**src/rtl/core/bus_sync_state_tracker_assert.svh**
```systemverilog
// Assertion macros used by the tracker RTL.
`ifndef BUS_SYNC_STATE_TRACKER_ASSERT_SVH
`define BUS_SYNC_STATE_TRACKER_ASSERT_SVH

// Consequent must hold in the same cycle as the antecedent.
`define BSST_ASSERT_NOW(lbl, clk, rst_n, ante, cons) \
  lbl: assert property (@(posedge clk) disable iff (!rst_n) (ante) |-> (cons)) \
    else $error("tracker assertion failed");

// Consequent must hold in the cycle after the antecedent.
`define BSST_ASSERT_NEXT(lbl, clk, rst_n, ante, cons) \
  lbl: assert property (@(posedge clk) disable iff (!rst_n) (ante) |=> (cons)) \
    else $error("tracker assertion failed");

`endif

```
**src/rtl/core/bsst_pkg.sv**
```systemverilog
`timescale 1ns / 1ps

package bsst_pkg;

  localparam int unsigned StateW = 3;
  localparam int unsigned SuperW = 2;
  localparam int unsigned EventW = 2;

  // Sync state codes.
  localparam logic [StateW-1:0] ST_BOOTSTRAP = 3'd0;
  localparam logic [StateW-1:0] ST_QSYNCED   = 3'd1;
  localparam logic [StateW-1:0] ST_SYNCED    = 3'd2;
  localparam logic [StateW-1:0] ST_SYNCED2   = 3'd3;
  localparam logic [StateW-1:0] ST_MISSED    = 3'd4;
  localparam logic [StateW-1:0] ST_UNSYNCED  = 3'd5;
  localparam logic [StateW-1:0] ST_UNSYNCED2 = 3'd6;
  localparam logic [StateW-1:0] ST_UNUSED    = 3'd7;

  // Superstate codes.
  localparam logic [SuperW-1:0] SUP_BOOTSTRAP = 2'd0;
  localparam logic [SuperW-1:0] SUP_RUNNING   = 2'd1;
  localparam logic [SuperW-1:0] SUP_SUSPENDED = 2'd2;

  // Slot events.
  localparam logic [EventW-1:0] EV_FIRST  = 2'd0;
  localparam logic [EventW-1:0] EV_SECOND = 2'd1;
  localparam logic [EventW-1:0] EV_MISS   = 2'd2;

  // Round kinds.
  localparam logic RK_MAIN     = 1'b0;
  localparam logic RK_SCHEDULE = 1'b1;

  typedef struct packed {
    logic        control_received;
    logic        first_schedule;
    logic [31:0] rx_time;
    logic [15:0] rx_period;
    logic [63:0] ref_timestamp;
  } bsst_in_t;

  typedef struct packed {
    logic [StateW-1:0] sync_state_out;
    logic [SuperW-1:0] superstate;
    logic              round_kind;
    logic [31:0]       sched_time_out;
    logic [15:0]       sched_period_out;
    logic [31:0]       sync_time_out;
    logic [63:0]       sync_stamp_out;
    logic              proc_enable;
  } bsst_out_t;

  // Next sync state. Undefined transitions and the unused code fall back
  // to the behavior of bootstrap.
  function automatic logic [StateW-1:0] sync_step(input logic [EventW-1:0] ev,
                                                  input logic [StateW-1:0] st);
    logic [StateW-1:0] nxt;
    nxt = ST_BOOTSTRAP;
    case (ev)
      EV_FIRST: begin
        case (st)
          ST_BOOTSTRAP: nxt = ST_QSYNCED;
          ST_QSYNCED:   nxt = ST_SYNCED;
          ST_SYNCED2:   nxt = ST_SYNCED;
          ST_MISSED:    nxt = ST_SYNCED;
          ST_UNSYNCED2: nxt = ST_SYNCED;
          ST_UNUSED:    nxt = ST_QSYNCED;
          default:      nxt = ST_BOOTSTRAP;
        endcase
      end
      EV_SECOND: begin
        case (st)
          ST_QSYNCED:  nxt = ST_QSYNCED;
          ST_SYNCED:   nxt = ST_SYNCED2;
          ST_UNSYNCED: nxt = ST_SYNCED2;
          default:     nxt = ST_BOOTSTRAP;
        endcase
      end
      EV_MISS: begin
        case (st)
          ST_SYNCED:   nxt = ST_MISSED;
          ST_SYNCED2:  nxt = ST_UNSYNCED;
          ST_MISSED:   nxt = ST_UNSYNCED;
          ST_UNSYNCED: nxt = ST_UNSYNCED2;
          default:     nxt = ST_BOOTSTRAP;
        endcase
      end
      default: nxt = ST_BOOTSTRAP;
    endcase
    return nxt;
  endfunction

  function automatic logic [SuperW-1:0] super_of(input logic [StateW-1:0] st);
    logic [SuperW-1:0] sup;
    case (st)
      ST_QSYNCED:   sup = SUP_SUSPENDED;
      ST_SYNCED:    sup = SUP_RUNNING;
      ST_SYNCED2:   sup = SUP_SUSPENDED;
      ST_MISSED:    sup = SUP_SUSPENDED;
      ST_UNSYNCED:  sup = SUP_RUNNING;
      ST_UNSYNCED2: sup = SUP_SUSPENDED;
      default:      sup = SUP_BOOTSTRAP;
    endcase
    return sup;
  endfunction

endpackage

```
**src/rtl/core/bus_sync_state_tracker.sv**
```systemverilog
`timescale 1ns / 1ps
// Channel  | Direction | Handshake                | Payload
// ---------+-----------+--------------------------+-------------------
// in       | input     | in_valid_i / in_ready_o  | in_i  (bsst_in_t)
// out      | output    | out_valid_o / out_ready_i| out_o (bsst_out_t)
//
// Each transaction passes an input register and a result register. Its
// result becomes valid as it moves from the input register into the
// result register; a stalled output can hold it in the input register.
// While out_ready_i stays high, one transaction per cycle is sustained;
// the tracker state updates as a transaction enters the result register.
// Reset clears the state, the period history and both valid flags.
// A stalled output holds the result; the input register still takes one
// more transaction, after which in_ready_o follows out_ready_i.

`include "bus_sync_state_tracker_assert.svh"

module bus_sync_state_tracker
  import bsst_pkg::*;
(
  input  logic      clk_i,
  input  logic      rst_ni,
  input  logic      in_valid_i,
  output logic      in_ready_o,
  input  bsst_in_t  in_i,
  output logic      out_valid_o,
  input  logic      out_ready_i,
  output bsst_out_t out_o
);

  // Input register.
  logic     in_valid_q;
  bsst_in_t in_q;

  // Result register.
  logic      out_valid_q;
  bsst_out_t out_q;

  // Tracker state.
  logic [StateW-1:0] sync_state_q, sync_state_d;
  logic              round_kind_q, round_kind_d;
  logic [31:0]       sched_time_q, sched_time_d;
  logic [15:0]       sched_period_q, sched_period_d;
  logic [15:0]       hist0_q, hist1_q;
  logic [31:0]       sync_time_q, sync_time_d;
  logic [63:0]       sync_stamp_q, sync_stamp_d;

  logic              out_free;
  logic              advance;
  logic [EventW-1:0] slot_event;
  bsst_out_t         out_d;

  // The result register can take a new result when empty or being drained.
  assign out_free   = !out_valid_q || out_ready_i;
  assign advance    = in_valid_q && out_free;
  assign in_ready_o = !in_valid_q || advance;

  // Classify the slot and compute the updated schedule and sync point.
  always_comb begin
    slot_event     = EV_MISS;
    round_kind_d   = ~round_kind_q;
    sched_time_d   = sched_time_q + 32'(sched_period_q);
    sched_period_d = hist1_q;
    sync_time_d    = sync_time_q;
    sync_stamp_d   = sync_stamp_q;
    if (in_q.control_received) begin
      sched_time_d   = in_q.rx_time;
      sched_period_d = in_q.rx_period;
      if (in_q.first_schedule) begin
        slot_event   = EV_FIRST;
        round_kind_d = RK_MAIN;
        sync_time_d  = in_q.rx_time;
        sync_stamp_d = in_q.ref_timestamp;
      end else begin
        slot_event   = EV_SECOND;
        round_kind_d = RK_SCHEDULE;
      end
    end
    sync_state_d = sync_step(slot_event, sync_state_q);

    out_d.sync_state_out   = sync_state_d;
    out_d.superstate       = super_of(sync_state_d);
    out_d.round_kind       = round_kind_d;
    out_d.sched_time_out   = sched_time_d;
    out_d.sched_period_out = sched_period_d;
    out_d.sync_time_out    = sync_time_d;
    out_d.sync_stamp_out   = sync_stamp_d;
    // Pre and post processing run when the current round is schedule-only.
    out_d.proc_enable      = round_kind_d;
  end

  // Handshake control.
  always_ff @(posedge clk_i or negedge rst_ni) begin
    if (!rst_ni) begin
      in_valid_q  <= 1'b0;
      out_valid_q <= 1'b0;
    end else begin
      if (in_ready_o) begin
        in_valid_q <= in_valid_i;
      end
      if (out_free) begin
        out_valid_q <= in_valid_q;
      end
    end
  end

  // Tracker state, updated once per transaction.
  always_ff @(posedge clk_i or negedge rst_ni) begin
    if (!rst_ni) begin
      sync_state_q   <= ST_BOOTSTRAP;
      round_kind_q   <= RK_MAIN;
      sched_time_q   <= '0;
      sched_period_q <= '0;
      hist0_q        <= '0;
      hist1_q        <= '0;
      sync_time_q    <= '0;
      sync_stamp_q   <= '0;
    end else if (advance) begin
      sync_state_q   <= sync_state_d;
      round_kind_q   <= round_kind_d;
      sched_time_q   <= sched_time_d;
      sched_period_q <= sched_period_d;
      hist1_q        <= hist0_q;
      hist0_q        <= sched_period_d;
      sync_time_q    <= sync_time_d;
      sync_stamp_q   <= sync_stamp_d;
    end
  end

  // Payload registers.
  always_ff @(posedge clk_i) begin
    if (in_ready_o && in_valid_i) begin
      in_q <= in_i;
    end
    if (advance) begin
      out_q <= out_d;
    end
  end

  assign out_valid_o = out_valid_q;
  assign out_o       = out_q;

  // The unused state code is never reached from reset.
  `BSST_ASSERT_NOW(a_state_code, clk_i, rst_ni, 1'b1, sync_state_q != ST_UNUSED)
  // A pending result always reflects the current tracker state.
  `BSST_ASSERT_NOW(a_out_matches_state, clk_i, rst_ni, out_valid_q,
                   (out_q.sync_state_out == sync_state_q) &&
                   (out_q.sched_time_out == sched_time_q))
  // A missed slot advances the schedule time by the old period.
  `BSST_ASSERT_NEXT(a_miss_advance, clk_i, rst_ni,
                    advance && !in_q.control_received,
                    sched_time_q == $past(sched_time_q) + 32'($past(sched_period_q)))
  // A first schedule latches the reference timestamp.
  `BSST_ASSERT_NEXT(a_first_latch, clk_i, rst_ni,
                    advance && in_q.control_received && in_q.first_schedule,
                    sync_stamp_q == $past(in_q.ref_timestamp))

endmodule

```
**config.mk**
```make
export PLATFORM = sky130hd
export DESIGN_NAME = bus_sync_state_tracker
export DESIGN_NICKNAME = d
export VERILOG_FILES = /design/src/rtl/core/bsst_pkg.sv /design/src/rtl/core/bus_sync_state_tracker.sv
export VERILOG_INCLUDE_DIRS = /design/src /design/src/rtl/core
export SDC_FILE = /design/constraint.sdc
export NUM_CORES = 1
export LEC_CHECK = 0
export ABC_AREA = 0
export BUFFER_PORTS_ARGS = -buffer_cell sky130_fd_sc_hd__buf_2
export CAP_MARGIN = 20
export CORE_ASPECT_RATIO = 0.8
export CORE_MARGIN = 4
export CORE_UTILIZATION = 57
export DETAILED_ROUTE_END_ITERATION = 12
export PLACE_DENSITY_LB_ADDON = 0.3
export SYNTH_ARGS = -nofsm -noshare
export SYNTH_HDL_FRONTEND = slang
export SYNTH_SLANG_ARGS = --single-unit
```
**constraint.sdc**
```tcl
create_clock -name clk_i -period 8.55 [get_ports clk_i]
set_clock_uncertainty 0.1 [all_clocks]
set_input_delay 0.4275 -clock clk_i [delete_from_list [all_inputs] [get_ports clk_i]]
set_output_delay 0.4275 -clock clk_i [all_outputs]
set_load 0.03 [all_outputs]
```
* Word-level counts from Yosys, hierarchy flattened
Cells that the tools add are included.
Word-level totals: register bits after elaboration 430, bits in latches 0, memory bits (writable) 0, memory bits (read-only) 0, output and inout port bits 153, word-level logic and storage cells 67, memories kept 0
Operators by class: add/subtract/negate cells 1, multiply operators 0, divide/modulo/power cells 0, $lt $le $gt $ge 0, eq/ne operators 15, shift-type cells 0, multiplexer cells 15, bitwise logic cells 1, reduce and logical (&&, ||, !) cells 14
Operators with widths (count):
- $mux 64 | 2
- $mux 32 | 3
- $add 32x16->32 | 1
- $eq 3x3->1 const B | 7
- $pmux 3 s3 | 2
- $mux 16 | 1
- $eq 3x2->1 const B | 4
- $pmux 2 s2 | 3
- $reduce_or 2->1 | 4
- $reduce_or 4->1 | 2
- $eq 3x1->1 const B | 2
- $logic_not 3->1 | 1
- $mux 1 | 3
- $eq 2x1->1 const B | 1
- $eq 2x2->1 const B | 1
- $logic_and 1x1->1 | 2
- $logic_not 1->1 | 2
- $logic_not 2->1 | 1
- $logic_or 1x1->1 | 2
- $mux 2 | 1
- $not 1->1 | 1

* Logic depth before layout (Yosys ltp)
Gate-level depths: netlist of the first run.
depth after elaboration 7, gate-level depth with buffers 10

* Least setup slack after synthesis of the first run
OpenSTA, ideal clock, no wires.
path kind flip-flop to flip-flop, from register out_valid_q, in the netlist out_valid_o, to register out_q (netlist bit out_o[0]) (enable), arrival time 5.482 ns, required time 7.878 ns, setup slack 2.396 ns, cell stages (with the launch flop) 6, buffers on the path 2, cells stage by stage dfrtp_1 > nand2b_1 > nand2_1 > inv_2 > clkbuf_1 > buf_1
On the way: longest elaborated chain between the ends 3
Ends and longest elaborated chain:
- start: declaration | line bus_sync_state_tracker.sv:36 | logic out_valid_q;
- start signal: assignment | line bus_sync_state_tracker.sv:102 | out_valid_q <= in_valid_q;
- $logic_not 1->1 | line bus_sync_state_tracker.sv:54 | assign out_free = !out_valid_q || out_ready_i;
- $logic_or 1x1->1 | line bus_sync_state_tracker.sv:54
- $logic_and 1x1->1 | line bus_sync_state_tracker.sv:55 | assign advance = in_valid_q && out_free;
- via advance | line bus_sync_state_tracker.sv:49 | logic advance;
- end signal: assignment | line bus_sync_state_tracker.sv:136 | out_q <= out_d;
- end: declaration | line bus_sync_state_tracker.sv:37 | bsst_out_t out_q;
The timed path passes the listed nets, and every way through them passes these cells. A chain may end at the register's enable or synchronous reset.

==> results of run 1 <==
## metal layers
| layer | GRT usage, % | up-vias |
|---|---|---|
| li1 | - | 5929 |
| met1 | 36.80 | 6247 |
| met2 | 41.71 | 573 |
| met3 | 5.104 | 104 |
| met4 | 9.409 | 2 |
| met5 | 0 | - |
## what timing repair did
item | CTS | global route
hold buffers | 115 | 0
setup endpoints to repair | 0 | 0
hold endpoints to repair | 213 | 0
setup buffers | 0 | 0
## kinds of logic after synthesis
| kind of cell | synth area share [%] |
|---|---|
| multiplexers | 3.301 |
| XOR/XNOR | 1.557 |
| buffers and inverters | 1.902 |
| AND/OR/NAND/NOR | 17.96 |
| flip-flops | 69.30 |
| adder cells (fa/ha/maj) | 1.263 |
| AO/OA/AOI/OAI | 4.722 |
## cell usage after synthesis, types with 2 or more instances
library cell | number | area, um^2
a21o_1 | 5 | 37.54
a21oi_1 | 37 | 185.2
and2_1 | 4 | 25.02
and3_1 | 6 | 37.54
and4_1 | 4 | 35.03
buf_1 | 5 | 18.77
buf_2 | 3 | 15.01
clkbuf_1 | 68 | 255.2
dfrtp_1 | 166 | 4154
edfxtp_1 | 264 | 7928
ha_1 | 16 | 200.2
inv_1 | 7 | 26.28
mux2_2 | 44 | 495.5
mux2i_1 | 8 | 80.08
nand2_1 | 704 | 2643
nand2b_1 | 4 | 25.02
nand3_1 | 14 | 70.07
nand3b_1 | 2 | 15.01
nand4_1 | 3 | 18.77
nor2_1 | 26 | 97.59
nor2b_1 | 3 | 18.77
nor3_1 | 8 | 40.04
nor3b_1 | 2 | 15.01
o211ai_1 | 5 | 37.54
o21a_1 | 3 | 22.52
o21ai_0 | 51 | 255.2
o22ai_1 | 10 | 62.56
o31ai_1 | 3 | 22.52
or4_1 | 5 | 37.54
xnor2_1 | 17 | 148.9
xor2_1 | 14 | 122.6
## worst min-delay path by stage
stage                            end  slack (ns)  cells past startpoint
floorplan                 hist0_q[0]        0.03                      0
global placement          hist1_q[2]        0.35                      2
detailed placement  sync_stamp_q[51]        0.36                      2
CTS                        in_q[104]       0.004                      1
global route               in_q[104]        0.01                      1
finish                     in_q[104]        0.03                      1
## where the power goes
part           switching, mW  internal (mW)
registers              0.245           2.66
logic                   1.03          0.575
clock network          0.755           1.01
total                   2.03           4.24
## cell type report
class / count / area (um^2)
Inverter: 8 / 37.54
Timing Repair Buffer: 396 / 2671
Sequential cell: 430 / 12080
Fill cell: 1953 / 8069
Clock inverter: 10 / 78.83
Tap cell: 406 / 508.0
Antenna cell: 1 / 2.502
Multi-Input combinational cell: 1027 / 5041
Clock buffer: 67 / 1219
## per-stage QoR
stage               hold WS [ns]  area (um^2)  utilization (%)
global route             0.01356        21640            72.84
global placement          0.3536        19080            64.22
finish                   0.02670        21640            72.84
detailed placement        0.3618        19130            64.40
CTS                     0.003539        21580            72.65
floorplan                0.03191        17430                -
## sequential cells by signal (all words and copies together), names as in the netlist
| signal | count |
|---|---|
| out_o | 150 |
| sync_stamp_q | 64 |
| in_valid_q | 1 |
| out_valid_o | 1 |
| sync_time_q | 32 |
| sync_state_q | 3 |
| hist0_q | 16 |
| hist1_q | 16 |
| in_q | 114 |
| sched_time_q | 32 |
| round_kind_q | 1 |
==> summary.txt, run 1 <==
STA
  – RSZ-0062 raised after global routing: no
  – Crit path time final: 3.299 ns
  – Fmax: between 300 and 400 MHz
  – Fin crit share: just under 40%
  – Tightest Pin Transition: ~0.95 ns
  – Setup_tns: 0 ns
  – Max-slew violations: 0
  – Setup Viol. Count Final: 0
  – Max_slew headroom: 36.75%
  – Setup ws final: between 5 and 6 ns
  – Fin. Hold Viols: 0

Setup path
  – WP depth: 10
  – Reg2Reg Setup Slack: between 5 and 6 ns
  – Crit Path Category: register to register
  – Crit path from: hist0_q[0]
  – Crit path required time: approximately 8.7 ns
  – Worst-path fanout max: 6
  – Buf/Inv on CP: 1
  – Crit path capture: out_o[141]
  – Crit-path slowest cell: o31ai_1
  – Worst setup SP type: register
  – Crit-path cells: ha_1 -> inv_1 -> fa_1 -> nor2b_1 -> o31a_1 -> o2111ai_1 -> o31ai_1 -> and4b_1 -> xnor2_1 -> o21ai_0
  – Crit path largest cell delay: 0.51 ns
  – Crit end category: register
  – Reg2Reg Launch Point: hist0_q[0]
  – R2R depth: 10
  – Top delay family on crit path: compound AO/OA/AOI/OAI gates
  – CP Data Arrival Time: between 3 and 4 ns
  – Capturing point of the worst reg2reg path: out_o[141]

Die
  – Horiz. Die Dim: about 200 um
  – DIE AREA: between 30,000 and 40,000 um^2
  – Ports: roughly 270
  – Core area: approximately 30,000 um^2
  – Die Y: approximately 160 um
  – Initial Util: about three fifths
  – Num rows: 56

Outcome
  – Outcome: complete, no violations

Placed design
  – GP Congestion: roughly 0.86
  – Detailed Place HPWL: between 20,000 and 30,000 um
  – Port Buffer Count: 270
  – Place WS: between 5 and 6 ns
  – Post-Place Cells: between 2k and 2.5k

Detailed routing
  – Avg WL per Cell: approximately 19 um
  – Drt first pass iters: 6
  – Vias: around 13k
  – Routed Antenna Nets: 0
  – Initial DRC count: 1,177
  – Drt total wl: between 40,000 and 50,000 um
  – # DRC: 0
  – Top layer in use: met5
  – Metal3 WL: roughly 3400 um
  – DRT met1 WL: between 15,000 and 20,000 um
  – Via density: 5.482
  – Met2 WL post-DR: approximately 21,000 um

Power and ir drop
  – PD cells: between 200 and 300 nW/um^2
  – P_leak: between 9 and 10 nW
  – VDD IR max: approximately 0.18 mV
  – Overall power: between 6 and 7 mW

GRT
  – GRT overflow: 0
  – Vias in the first global route: between 10k and 15k
  – Largest net degree at the start of global routing: approximately 180
  – First-pass GRT wire length: a little under 70,000 um
  – Antenna violations before repair: 2
  – Total GRT Usage: 26.20%

Final layout
  – Count of non-filler cells in the finished layout: between 2k and 2.5k
  – Synthesis-to-layout area growth: 24.12%
  – Share of cells above drive strength 1: around 20%
  – Layout Nets: between 2k and 2.5k
  – Commonest non-fill, non-tap cell in the layout: nand2_1
  – Most frequent cells in the layout: nand2_1 (702), buf_2 (269), edfxtp_1 (264)

Hold path
  – Hold path startpoint: in_i[104]
  – Hold Path Class: input pin to register

CTS
  – Root Driver: clkbuf_16
  – Cts bufs inserted: 42
  – Post-CTS resize count: 0
  – Clock sinks: 430
  – Clock Pin Slew Worst Setup and Hold Paths: about 0.060 ns
  – Clk buf depth: 3
  – CTS HTree Levels: 2
  – CTS tree: done
  – Worst-Skew Late Latency: ~0.53 ns

Logic synthesis
  – Mapped Avg Cell Area: between 10 and 15 um^2
  – Count of different cell masters after synthesis: 63
  – Synth Flop Type: edfxtp_1
  – Post-synth EDFFs: ~260
  – Yosys warnings: 0
  – Post-Syn Instances: about 1.5k
  – Sequential area share after synthesis: between 60% and 70%
  – Synth Cell Area: roughly 17,000 um^2
  – FF+latch count, synth: 430
  – Ys async rst share: 38.60%
  – Syn nets: around 1.7k

Flow run
  – Maximum capacitance violations: 0
Note: power is estimated with default switching activity, not from simulation.
==> run 2, diff against run 1 <==
- ABC_AREA: 0 -> 1
- CORE_UTILIZATION: 57 -> 51
- clock period: 8.55 -> 2.8 ns (I/O delays scaled with it)
==> run 2 against run 1 <==
Effect of this change:
- power increased to 3.3 times the previous value
- combinational power increased to 3.7 times the previous value
- hold slack improved by 0.0020 ns
- critical endpoint is now out_o[137]
- die area increased by 14%
- sequential share of layout area decreased by 1.7 points
- via count increased by 3.1%
==> summary.txt, run 2 <==
STA
  – Setup Viol. Count Final: 0 (unchanged)
  – Max-slew violations: 0 (unchanged)
  – Fin crit share: 86.31% (was 38.58%)
  – Fmax: 413.8 MHz (was 303.1 MHz)
  – Crit path time final: 2.417 ns (was 3.299 ns)
  – Max_slew headroom: 38.33% (was 36.75%)
  – Tightest Pin Transition: 0.9251 ns (was 0.9488 ns)
  – RSZ-0062 raised after global routing: no (unchanged)
  – Fin. Hold Viols: 0 (unchanged)

Logic synthesis
  – Area contributors post-synth: edfxtp_1 (45%), dfrtp_1 (23%), nand2_1 (13%), o21ai_0 (4.7%), inv_1 (3.8%) (was edfxtp_1 (45%), dfrtp_1 (24%), nand2_1 (15%), mux2_2 (2.8%), o21ai_0 (1.5%))
  – FF+latch count, synth: 430 (unchanged)
  – Fraction of the mapped netlist area in simple logic gates: 18.18% (was 17.96%)
  – Post-Syn Instances: 1,727 (was 1,543)
  – Top-count cell post-synth: nand2_1 (unchanged)
  – Synth Flop Type: edfxtp_1 (unchanged)
  – Count of different cell masters after synthesis: 40 (was 63)
  – Synth Cell Area: 17,810 um^2 (was 17,430 um^2)
  – Yosys warnings: 0 (unchanged)
  – Sequential area share after synthesis: 67.85% (was 69.30%)
  – Compound-Gate Fraction of Synth Area: 6.872% (was 4.722%)
  – Area leader, netlist: edfxtp_1 (unchanged)
  – Mapped Avg Cell Area: 10.31 um^2 (was 11.30 um^2)
  – Syn nets: 1,862 (was 1,678)
  – Ys async rst share: 38.60% (unchanged)
  – Commonest cells in the netlist: nand2_1 (613), edfxtp_1 (264), inv_1 (180) (was nand2_1 (704), edfxtp_1 (264), dfrtp_1 (166))
  – Post-Synth XOR/XNOR Area: 0.1476% (was 1.557%)
  – Post-synth EDFFs: 264 (unchanged)
  – Post-Synth Adder-Cell Area: 1.237% (was 1.263%)
  – Largest family of logic cells by synthesized area: simple AND/OR/NAND/NOR gates (unchanged)
  – Yosys top cell area share: 44.52% (was 45.47%)
  – Post-synthesis mux area share: 0% (was 3.301%)

Detailed routing
  – Drt total wl: 44,140 um (was 44,490 um)
  – Routed Antenna Nets: 0 (unchanged)
  – # DRC: 0 (unchanged)
  – Via density: 5.076 (was 5.482)
  – Drt first pass iters: 6 (unchanged)
  – Vias: 13.26k (was 12.86k)
  – Initial DRC count: 1,287 (was 1,177)
  – Avg WL per Cell: 16.90 um (was 18.97 um)

Final layout
  – Commonest non-fill, non-tap cell in the layout: nand2_1 (unchanged)
  – Count of non-filler cells in the finished layout: 2,612 (was 2,345)
  – Final Cell Area: 22,310 um^2 (was 21,640 um^2)
  – Number of fillers in the final layout: 2,622 (was 1,953)
  – Share of cells above drive strength 1: 18.97% (was 20.18%)
  – Layout Nets: 2,247 (was 2,040)
  – Largest register FFs: 150 (unchanged)
  – Synthesis-to-layout area growth: 25.31% (was 24.12%)
  – Most frequent cells in the layout: nand2_1 (611), buf_2 (269), edfxtp_1 (264) (was nand2_1 (702), buf_2 (269), edfxtp_1 (264))

CTS
  – Clock sinks: 430 (unchanged)
  – CTS HTree Levels: 2 (unchanged)
  – Post-CTS setup buffer count: 0 (unchanged)
  – CTS tree: done (unchanged)
  – Root Driver: clkbuf_16 (unchanged)
  – Worst-Skew Late Latency: 0.55 ns (was 0.53 ns)
  – Clock Pin Slew Worst Setup and Hold Paths: 0.06 ns (about the same)
  – Cts bufs inserted: 42 (unchanged)
  – Clk buf depth: 3 (unchanged)

Placed design
  – Port Buffer Count: 270 (unchanged)
  – Detailed Place HPWL: 29,080 um (was 26,360 um)
  – GP Congestion: 0.9011 (was 0.8639)
  – Post-Place Cells: 2,414 (was 2,150)
  – Post-DP Area: 19,710 um^2 (was 19,130 um^2)

Die
  – Initial Util: 52.36% (was 58.68%)
  – Ports: 271 (unchanged)
  – DIE AREA: 37,990 um^2 (was 33,470 um^2)
  – Die Y: 175.1 um (was 164.4 um)
  – Core area: 34,010 um^2 (was 29,710 um^2)
  – Horiz. Die Dim: 216.9 um (was 203.5 um)
  – Num rows: 60 (was 56)

Outcome
  – Outcome: complete, no violations (unchanged)

Setup path
  – Crit end category: register (unchanged)
  – Worst-path fanout max: 5 (was 6)
  – Worst setup SP type: register (unchanged)
  – R2R depth: 12 (was 10)
  – Reg2Reg Setup Slack: 0.38 ns (was 5.25 ns)
  – Capturing point of the worst reg2reg path: out_o[137] (was out_o[141])
  – Reg2Reg Launch Point: hist0_q[0] (unchanged)
  – CP Data Arrival Time: 2.61 ns (was 3.44 ns)
  – Crit path required time: 2.99 ns (was 8.69 ns)
  – Crit Path Category: register to register (unchanged)

Hold path
  – Hold Path Class: input pin to asynchronous set/reset pin (was input pin to register)

Power and ir drop
  – PD cells: 940.3 nW/um^2 (was 290.0 nW/um^2)
  – Overall power: 20.98 mW (was 6.275 mW)
  – VDD IR max: 0.6441 mV (was 0.1798 mV)
  – P_leak: 10.06 nW (was 9.785 nW)

GRT
  – Antenna violations before repair: 2 (unchanged)
  – Largest net degree at the start of global routing: 95 (was 179)
  – Total GRT Usage: 23.15% (was 26.20%)
  – Vias in the first global route: 13.24k (was 12.70k)
  – First-pass GRT wire length: 70,350 um (was 68,790 um)
  – GRT overflow: 0 (unchanged)

Flow run
  – Maximum capacitance violations: 0 (unchanged)
run 2: metal layers:
layer	up-vias	track usage [%]	share of wire (%)
met5	-	0	0
met4	0	6.702	2.7
met1	6273	33.00	44
li1	6428	-	-
met2	469	36.46	46
met3	88	4.850	7.4
run 2: worst max path at each step:
| stage | startpoint | end | slack, ns |
|---|---|---|---|
| final | hist0_q[0] | out_o[137] | 0.38 |
| after CTS | hist0_q[0] | out_o[137] | 0.40 |
| after global routing | hist0_q[0] | out_o[137] | 0.09 |
| after floorplan | out_valid_o | in_q[0] | -0.11 |
| after global placement | sched_time_q[0] | sched_time_q[12] | 0.46 |
| after detailed placement | hist0_q[0] | out_o[137] | 0.42 |
run 2: area by class of cell:
cell class                      instances  area (um^2)  area share, %
Antenna cell                            1        2.502        0.01121
Clock buffer                           65         1269          5.686
Clock inverter                         13        140.1         0.6280
Inverter                              190        726.9          3.258
Multi-Input combinational cell       1040         4730          21.20
Sequential cell                       430        12080          54.15
Tap cell                              465        581.8          2.607
Timing Repair Buffer                  408         2781          12.46
run 2: cells by family after synthesis:
logic type                 after synthesis
and+or+nand+nor                        785
DFF                                    430
buffers and inverters                  257
AOI/OAI and AO/OA                      235
adders and majority gates               17
xor gates and xnor gates                 3
run 2: report_power, final:
part | internal [mW] | switching [mW] | total [mW]
registers | 8.59 | 0.792 | 9.38
clock network | 3.32 | 2.37 | 5.69
logic | 1.79 | 4.11 | 5.90
run 2: per-stage QoR:
step	hold slack, ns	utilization [%]	setup WS (ns)	TNS (ns)
6_report	0.02865	65.61	0.3834	0
4_1_cts	0.05358	65.61	0.3993	0
2_1_floorplan	-0.2556	-	-0.1131	-12.89
3_3_place_gp	0.07286	57.96	0.4602	0
5_1_grt	0.1023	65.61	0.09352	0
3_5_place_dp	0.07150	57.96	0.4240	0
run 2: worst max-delay path: stages, from the launching register on:
cell	delay (ns)
dfrtp_1	0.36
ha_1	0.18
inv_1	0.06
fa_1	0.36
inv_1	0.14
nand3_1	0.09
nand3_1	0.18
nand2_1	0.09
nand3_1	0.15
nand3_1	0.10
nand3_1	0.09
nand3_1	0.10
and2_1	0.18
run 2: repair_timing:
item	CTS	global route
hold buffers	119	0
resized for setup	0	0
endpoints found under the hold margin	258	0
